===== src/trt_pkg.sv =====
// ----------------------------------------------------------------------------
// trt_pkg
// Shared types and constants of the tree route table.
// ----------------------------------------------------------------------------
package trt_pkg;

  localparam int unsigned TableEntries = 256;
  localparam int unsigned AddrW        = 8;
  localparam int unsigned CntW         = 9;

  typedef enum logic [2:0] {
    FUNC_ALLOC  = 3'd0,
    FUNC_ADD    = 3'd1,
    FUNC_DELETE = 3'd2,
    FUNC_ROUTE  = 3'd3,
    FUNC_REINIT = 3'd4
  } func_t;

  typedef enum logic [3:0] {
    ST_INIT,
    ST_IDLE,
    ST_CLEAR,
    ST_ALLOC_RD,
    ST_ALLOC_CHK,
    ST_DEL_RD,
    ST_DEL_CHK,
    ST_WALK_RD,
    ST_WALK_CHK,
    ST_ROUTE_RD,
    ST_ROUTE_CHK,
    ST_DONE
  } state_t;

  // table port requests from the sequencer
  typedef struct packed {
    logic             we;
    logic [AddrW-1:0] waddr;
    logic [AddrW-1:0] wdata;
    logic [AddrW-1:0] raddr;
  } mem_req_t;

endpackage : trt_pkg


===== src/tree_route_table_top.sv =====
// Add and unknown codes go straight to the result; allocate, route and delete
// (254 entries, each with a chain walk) step through reads on the single
// registered table read port, and reinit clears every entry in turn.
// Throughput: one item in flight; in_tready is high from the cycle after the result is taken.
// Reset (rst_n, synchronous, active low) clears control and local address, then a
// pass over all 256 entries clears the table while in_tready stays low.
// ----------------------------------------------------------------------------
// tree_route_table_top
// Parent-pointer routing table with allocate, add, delete, route and reinit.
// ----------------------------------------------------------------------------
module tree_route_table_top (
  input  logic        clk,
  input  logic        rst_n,
  input  logic        cfg_we,
  input  logic [7:0]  cfg_wdata,
  input  logic        in_tvalid,
  output logic        in_tready,
  input  logic [23:0] in_tdata,   // func[2:0], target_address[10:3], parent_address[18:11]
  output logic        out_tvalid,
  input  logic        out_tready,
  output logic [15:0] out_tdata   // result_address[7:0], ok[8]
);

  logic [7:0] local_r;
  logic       busy, done, ok;
  logic [7:0] res, rdata;
  trt_pkg::mem_req_t req;

  // local address register
  always_ff @(posedge clk) begin
    if (!rst_n) local_r <= '0;
    else if (cfg_we) local_r <= cfg_wdata;
  end

  trt_seq u_seq (
    .clk(clk), .rst_n(rst_n), .self_addr(local_r),
    .start(in_tvalid && !busy), .func(in_tdata[2:0]),
    .tgt(in_tdata[10:3]), .par(in_tdata[18:11]),
    .busy(busy), .done(done), .res(res), .ok(ok),
    .res_taken(out_tready), .req(req), .rdata(rdata)
  );

  trt_ram u_ram (.clk(clk), .req(req), .rdata(rdata));

  assign in_tready  = !busy;
  assign out_tvalid = done;
  assign out_tdata  = {7'd0, ok, res};

endmodule : tree_route_table_top


===== src/trt_ram.sv =====
// ----------------------------------------------------------------------------
// trt_ram
// Parent table: one write port, one registered read port.
// ----------------------------------------------------------------------------
module trt_ram (
  input  logic                        clk,
  input  trt_pkg::mem_req_t           req,
  output logic [trt_pkg::AddrW-1:0]   rdata
);

  logic [trt_pkg::AddrW-1:0] mem [trt_pkg::TableEntries];

  // write port
  always_ff @(posedge clk) begin
    if (req.we) begin
      mem[req.waddr] <= req.wdata;
    end
  end

  // registered read
  always_ff @(posedge clk) begin
    rdata <= mem[req.raddr];
  end

endmodule : trt_ram


===== src/trt_seq.sv =====
// ----------------------------------------------------------------------------
// trt_seq
// Sequencer: runs each command as a series of table reads and writes with
// compares on the read word.
// ----------------------------------------------------------------------------
module trt_seq (
  input  logic                       clk,
  input  logic                       rst_n,
  input  logic [trt_pkg::AddrW-1:0]  self_addr,
  input  logic                       start,
  input  logic [2:0]                 func,
  input  logic [trt_pkg::AddrW-1:0]  tgt,
  input  logic [trt_pkg::AddrW-1:0]  par,
  output logic                       busy,
  output logic                       done,
  output logic [trt_pkg::AddrW-1:0]  res,
  output logic                       ok,
  input  logic                       res_taken,
  output trt_pkg::mem_req_t          req,
  input  logic [trt_pkg::AddrW-1:0]  rdata
);

  localparam logic [trt_pkg::CntW-1:0] Last = trt_pkg::CntW'(trt_pkg::TableEntries - 1);
  localparam logic [trt_pkg::CntW-1:0] Lim  = trt_pkg::CntW'(trt_pkg::TableEntries);
  localparam logic [trt_pkg::CntW-1:0] One  = trt_pkg::CntW'(1);
  localparam logic [trt_pkg::CntW-1:0] FirstAddr = trt_pkg::CntW'(2);

  trt_pkg::state_t state_r, state_nxt;
  logic [2:0]               func_r, func_nxt;
  logic [trt_pkg::AddrW-1:0] tgt_r, tgt_nxt, par_r, par_nxt;
  logic [trt_pkg::CntW-1:0]  idx_r, idx_nxt;   // scan index
  logic [trt_pkg::CntW-1:0]  stp_r, stp_nxt;   // walk step count
  logic [trt_pkg::AddrW-1:0] x_r, x_nxt;       // walk position
  logic [trt_pkg::AddrW-1:0] res_r, res_nxt;
  logic                      ok_r, ok_nxt;
  logic [trt_pkg::AddrW-1:0] walk_x;
  logic                      walk_hit, walk_stop;

  // chain walk compare; the first step tests the stored parent itself
  assign walk_x    = (stp_r != '0) ? rdata : x_r;
  assign walk_hit  = (stp_r != Lim) && (walk_x == tgt_r || walk_x == '0);
  assign walk_stop = (stp_r == Lim) || walk_hit || (walk_x == self_addr);

  // next state and data path
  always_comb begin
    state_nxt = state_r;
    func_nxt = func_r; tgt_nxt = tgt_r; par_nxt = par_r;
    idx_nxt = idx_r; stp_nxt = stp_r; x_nxt = x_r;
    res_nxt = res_r; ok_nxt = ok_r;
    unique case (state_r)
      trt_pkg::ST_INIT: begin
        idx_nxt = idx_r + One;
        if (idx_r == Last) state_nxt = trt_pkg::ST_IDLE;
      end
      trt_pkg::ST_IDLE: begin
        if (start) begin
          func_nxt = func; tgt_nxt = tgt;
          par_nxt  = (par == '0) ? self_addr : par;
          res_nxt  = '0; ok_nxt = 1'b0;
          idx_nxt  = FirstAddr;
          unique case (func)
            trt_pkg::FUNC_ALLOC:  state_nxt = trt_pkg::ST_ALLOC_RD;
            trt_pkg::FUNC_ADD: begin
              ok_nxt = 1'b1; state_nxt = trt_pkg::ST_DONE;
            end
            trt_pkg::FUNC_DELETE: state_nxt = trt_pkg::ST_DEL_RD;
            trt_pkg::FUNC_ROUTE: begin
              x_nxt = tgt; stp_nxt = '0; state_nxt = trt_pkg::ST_ROUTE_RD;
            end
            trt_pkg::FUNC_REINIT: begin
              idx_nxt = '0; state_nxt = trt_pkg::ST_CLEAR;
            end
            default: state_nxt = trt_pkg::ST_DONE;
          endcase
        end
      end
      trt_pkg::ST_CLEAR: begin
        idx_nxt = idx_r + One;
        if (idx_r == Lim) begin
          ok_nxt = 1'b1; state_nxt = trt_pkg::ST_DONE;
        end
      end
      trt_pkg::ST_ALLOC_RD: begin
        if (idx_r == Lim) state_nxt = trt_pkg::ST_DONE;
        else state_nxt = trt_pkg::ST_ALLOC_CHK;
      end
      trt_pkg::ST_ALLOC_CHK: begin
        if (rdata == '0) begin
          res_nxt = idx_r[trt_pkg::AddrW-1:0]; ok_nxt = 1'b1;
          state_nxt = trt_pkg::ST_DONE;
        end else begin
          idx_nxt = idx_r + One; state_nxt = trt_pkg::ST_ALLOC_RD;
        end
      end
      trt_pkg::ST_DEL_RD: begin
        if (idx_r == Lim) begin
          ok_nxt = 1'b1; state_nxt = trt_pkg::ST_DONE;
        end else state_nxt = trt_pkg::ST_DEL_CHK;
      end
      trt_pkg::ST_DEL_CHK: begin
        x_nxt = rdata; stp_nxt = '0; state_nxt = trt_pkg::ST_WALK_CHK;
      end
      trt_pkg::ST_WALK_RD: state_nxt = trt_pkg::ST_WALK_CHK;
      trt_pkg::ST_WALK_CHK: begin
        // one chain step per visit; stop on hit, local node or step bound
        if (walk_stop) begin
          idx_nxt = idx_r + One; state_nxt = trt_pkg::ST_DEL_RD;
        end else begin
          x_nxt = walk_x; stp_nxt = stp_r + One; state_nxt = trt_pkg::ST_WALK_RD;
        end
      end
      trt_pkg::ST_ROUTE_RD: begin
        if (stp_r == Lim) state_nxt = trt_pkg::ST_DONE;
        else state_nxt = trt_pkg::ST_ROUTE_CHK;
      end
      trt_pkg::ST_ROUTE_CHK: begin
        if (rdata == self_addr) begin
          res_nxt = x_r; ok_nxt = 1'b1; state_nxt = trt_pkg::ST_DONE;
        end else begin
          x_nxt = rdata; stp_nxt = stp_r + One; state_nxt = trt_pkg::ST_ROUTE_RD;
        end
      end
      trt_pkg::ST_DONE: if (res_taken) state_nxt = trt_pkg::ST_IDLE;
      default: state_nxt = trt_pkg::ST_IDLE;
    endcase
  end

  // table port and outputs
  always_comb begin
    req = '0;
    req.raddr = idx_r[trt_pkg::AddrW-1:0];
    unique case (state_r)
      trt_pkg::ST_INIT: begin
        req.we = 1'b1;
        req.waddr = idx_r[trt_pkg::AddrW-1:0];
        req.wdata = '0;
      end
      trt_pkg::ST_IDLE: begin
        // add writes its entry; delete clears the target before the scan
        req.we = start && (func == trt_pkg::FUNC_ADD || func == trt_pkg::FUNC_DELETE);
        req.waddr = tgt;
        req.wdata = (func == trt_pkg::FUNC_ADD) ? par : '0;
      end
      trt_pkg::ST_CLEAR: begin
        req.we = 1'b1;
        req.waddr = (idx_r == Lim) ? self_addr : idx_r[trt_pkg::AddrW-1:0];
        req.wdata = (idx_r == Lim) ? self_addr : '0;
      end
      trt_pkg::ST_ALLOC_CHK: begin
        req.we = (rdata == '0) && (par_r != '0);
        req.waddr = idx_r[trt_pkg::AddrW-1:0]; req.wdata = par_r;
      end
      trt_pkg::ST_WALK_RD: req.raddr = x_r;
      trt_pkg::ST_WALK_CHK: begin
        // a hit clears the scanned entry at idx_r
        req.we = walk_hit;
        req.waddr = idx_r[trt_pkg::AddrW-1:0];
        req.wdata = '0;
        req.raddr = walk_x;
      end
      trt_pkg::ST_ROUTE_RD: req.raddr = x_r;
      trt_pkg::ST_DEL_RD: req.raddr = idx_r[trt_pkg::AddrW-1:0];
      default: ;
    endcase
  end

  assign busy = (state_r != trt_pkg::ST_IDLE);
  assign done = (state_r == trt_pkg::ST_DONE);
  assign res  = res_r;
  assign ok   = ok_r;

  // registers; reset starts the table clearing pass
  always_ff @(posedge clk) begin
    if (!rst_n) begin
      state_r <= trt_pkg::ST_INIT;
      idx_r   <= '0;
    end else begin
      state_r <= state_nxt;
      idx_r   <= idx_nxt;
    end
    func_r <= func_nxt; tgt_r <= tgt_nxt; par_r <= par_nxt;
    stp_r <= stp_nxt; x_r <= x_nxt;
    res_r <= res_nxt; ok_r <= ok_nxt;
  end

`ifndef SYNTHESIS
  a_done_idle: assert property (@(posedge clk) disable iff (!rst_n)
    done && res_taken |=> state_r == trt_pkg::ST_IDLE) else $error("done not released");
  a_out_hold: assert property (@(posedge clk) disable iff (!rst_n)
    done && !res_taken |=> done && $stable(res_r) && $stable(ok_r))
    else $error("result changed while waiting");
  a_alloc_ok: assert property (@(posedge clk) disable iff (!rst_n)
    done && ok && func_r == trt_pkg::FUNC_ALLOC |-> res_r >= 8'd2) else $error("bad alloc");
`endif

endmodule : trt_seq


===== config.mk =====
export PLATFORM = sky130hd
export DESIGN_NAME = tree_route_table_top
export DESIGN_NICKNAME = d
export VERILOG_FILES = /design/src/trt_pkg.sv /design/src/tree_route_table_top.sv /design/src/trt_ram.sv /design/src/trt_seq.sv
export SDC_FILE = /design/constraint.sdc
export NUM_CORES = 2
export LEC_CHECK = 0
export BUFFER_PORTS_ARGS = -buffer_cell sky130_fd_sc_hd__buf_2
export CAP_MARGIN = 20
export CORE_MARGIN = 1.5
export CORE_UTILIZATION = 35
export CTS_BUF_LIST = sky130_fd_sc_hd__clkbuf_4 sky130_fd_sc_hd__clkbuf_8
export DETAILED_ROUTE_END_ITERATION = 16
export PLACE_DENSITY = 0.46
export RECOVER_POWER = 100
export REMOVE_ABC_BUFFERS = 1
export SYNTH_ARGS = -nofsm -noshare
export SYNTH_HDL_FRONTEND = slang
export SYNTH_HIERARCHICAL = 1
export SYNTH_SLANG_ARGS = --single-unit

===== constraint.sdc =====
create_clock -name clk -period 11.6 [get_ports clk]
set_clock_uncertainty 0.1 [all_clocks]
set_input_delay 0.58 -clock clk [delete_from_list [all_inputs] [get_ports clk]]
set_output_delay 0.58 -clock clk [all_outputs]
set_load 0.005 [all_outputs]

==> run summary <==
1st-pass router iterations: 8
YS warnings: 6
VDD IR-drop max: 0.0000952 V
initial antenna violation count: 11
Clk pwr share: 41.8%
CTS tree: done
Synth Flop Type: edfxtp_1
HPWL Detailed: 138000 um
DIE AREA: 0.243 mm^2
grt ovf: 0
RSZ-0062 raised after global routing: no
Min Hold Slack: 0.223 ns
Setup Fix Bufs, Post-CTS: 0
count of final max-slew check failures: 1430
fin cells: 7924
largest register by flop count: u_ram/mem
mux cell area share after synthesis: 14.1%
Worst-Margin Slew: 5.09 ns
Max Clock Freq: 113 MHz
sequential share of the synthesized area: 75.5%
DR vias: 43001
Startpoint Class: register
grt met1 use: 27.2%
Lkg Pwr: 32.1 nW
cell mode on critical path: clkbuf_1
period utilisation layout: 76.5%
global-route wire length before repair: 328000 um
GRT Total Usage: 18.8%
Post-Synth Adder-Cell Area: 0.0745%
Final setup viols: 0
Syn Inst Count: 4207
post-layout min period: 8.88 ns
Final GP Congestion: 0.821
Final nets: 4543
WS Path Type: reg -> reg
switching share of power: 21.8%
share of layout cells above drive strength 1: 23.7%
GR Layer Usage met2: 29.2%
Yosys reg bits: 2119
# rows: 179
dpl cells: 7244
asr flop ratio synth: 0%
largest net degree at the start of global routing: 171
Largest regs: u_ram/mem: 2048 flops, u_seq/idx_r: 9 flops, u_seq/stp_r: 9 flops
post-synthesis xor/xnor area fraction: 0.323%
cell family with most CP delay: buffers and inverters
pre-CTS worst setup slack: 4.58 ns
Synth Area per Inst: 20.0 um^2
CP bufs+invs: 4
Net Switching: 3.33 mW
WP data arrival: 9.03 ns
Mapped Area: 0.0839 mm^2
Critical Path Max Stage Delay: 2.97 ns
I/O pin count: 55
final worst slack: 2.72 ns
Int Pwr: 11.9 mW
critical-path cell list: nand2b_1, nor3_1, clkbuf_1, inv_1, nor2_1, a222oi_1, clkinvlp_2, clkbuf_1
EDFF count, synth: 2090
Final Hold Viols: 0
CP max FO: 95
slowest CP cell: clkbuf_1
Synth Area in Compound Gates: 4.30%
clock buffer count from CTS: 366
Routed WL: 231000 um
Simple-Gate Fraction of Synth Area: 3.49%
antenna viol nets, final: 0
DR vias/cell: 5.43
Root Buffer: clkbuf_8
final core occ: 39.6%
DRC viols: 0
Synth area leaders: edfxtp_1, mux4_2, mux2i_1
Crit. End Element: register
failing checks: max-capacitance violations, max-slew violations
Synth cell types: 87
PostCTS Resize Cnt: 0
gr busiest metal: met2
Die Y-Extent: 493 um
global routing usage on met3: 3.57%
Rel. slew slack: -240%
post-synth top area share: 74.8%
Clock transition at path regs: 0.05 ns
clk sinks: 2119
H-tree Lvls: 5
DR WL/cell: 29.2 um
required time worst endpoint: 11.75 ns
core region area: 0.238 mm^2
CTS max path bufs: 4
cell with the most instances after synthesis: edfxtp_1
chip width: 493 um
Comb power frac: 3.6%
Area Overhead vs Synth: 12.4%
Hold-fix buffers, CTS: 51
max reg flops: 2048
Fillers: 21532
via count of the first global-routing pass: 43573
status: finished, violations left
effective utilization at floorplan: 35.3%
Clock Latency Late Sink: 1.06 ns
Reg power frac: 54.6%
Post-synth top cells: edfxtp_1, mux4_2, nor2_1, mux2i_1, a22oi_1
pwr/cell area: 162 mW/mm^2
First DRT Iteration DRCs: 4193
main combinational cell family by area after synthesis: multiplexers
Max-Cap Viols: 27
I/O Buffers: 42
post-synth top area cell: edfxtp_1
Hold WC Path Type: in -> reg
worst min-delay path: cells and delay by family:
kind	cells	cell delay (ns)
buffers and inverters	1	0.09
AOI/OAI and AO/OA	1	0.15
and+or+nand+nor	3	0.35
cell usage in the layout, fill, tap and decap left out, types with 32 or more instances in the layout:
cell / instances
edfxtp_1: 2090
mux4_2: 454
clkbuf_8: 373
nor2_1: 313
mux2i_1: 153
a22oi_1: 133
a21oi_1: 126
clkbuf_4: 112
clkinv_1: 85
nand2_1: 64
clkbuf_1: 52
dlygate4sd3_1: 51
buf_4: 51
o221ai_1: 46
nor2b_1: 43
nand3_1: 40
inv_1: 39
clkinv_2: 38
nor4_1: 36
o22ai_1: 34
a222oi_1: 32
path summary, 6_finish.rpt:
| kind | startpoint | to | slack (ns) | cells after the start |
|---|---|---|---|---|
| hold / removal | in_tvalid | u_seq/ok | 0.22 | 5 |
| hold reg to reg | u_seq/idx_r[8] | u_seq/idx_r[8] | 0.37 | 2 |
| setup reg to reg | u_seq/state_r[0] | u_ram/mem[29][7] | 2.72 | 8 |
| setup / recovery | u_seq/state_r[0] | u_ram/mem[29][7] | 2.72 | 8 |
per-layer routing:
| layer | up-vias | wire, um | part of all wire [%] |
|---|---|---|---|
| li1 | 18068 | - | - |
| met1 | 23176 | 104000 | 45 |
| met2 | 1447 | 108000 | 47 |
| met3 | 308 | 14600 | 6.3 |
| met4 | 2 | 4920 | 2.1 |
| met5 | - | 13 | 0.0056 |
power by group through the flow:
| stage | clock network, mW | registers, mW | logic [mW] |
|---|---|---|---|
| 3_3_place_gp | 0 | 8.49 | 0.547 |
| 5_1_grt | 6.89 | 8.33 | 0.582 |
| 2_1_floorplan | 0 | 8.47 | 0.586 |
| 6_report | 6.37 | 8.33 | 0.550 |
| 4_1_cts | 6.58 | 8.33 | 0.561 |
| 3_5_place_dp | 0 | 8.49 | 0.546 |
layout make-up:
| class | instances | area, um^2 | share of cell area, % |
|---|---|---|---|
| Sequential cell | 2119 | 63300 | 67.1 |
| Clock buffer | 485 | 5970 | 6.33 |
| Timing Repair Buffer | 191 | 1390 | 1.47 |
| Clock inverter | 135 | 697 | 0.738 |
| Inverter | 53 | 239 | 0.253 |
| Tap cell | 3167 | 3960 | 4.20 |
| Multi-Input combinational cell | 1770 | 18800 | 19.9 |
| Antenna cell | 4 | 10.0 | 0.0106 |
per-stage QoR:
stage          TNS [ns]  power, mW  instance area, um^2
3_5_place_dp          0       9.04                87400
4_1_cts               0       15.5                94600
5_1_grt               0       15.8                94400
6_report              0       15.3                94400
2_1_floorplan    -95.74       9.06                82300
3_3_place_gp          0       9.04                87300
kinds of logic (layout without fill, tap and decap cells):
kind of cell	after synthesis	in the layout
flip-flops	2119	2119
AND/OR/NAND/NOR	618	618
multiplexers	610	610
AO/OA/AOI/OAI	499	499
buffers and inverters	324	864
XOR/XNOR	31	31
adder cells (fa/ha/maj)	5	5
other	1	11
Power figures use the tool's default switching activity.
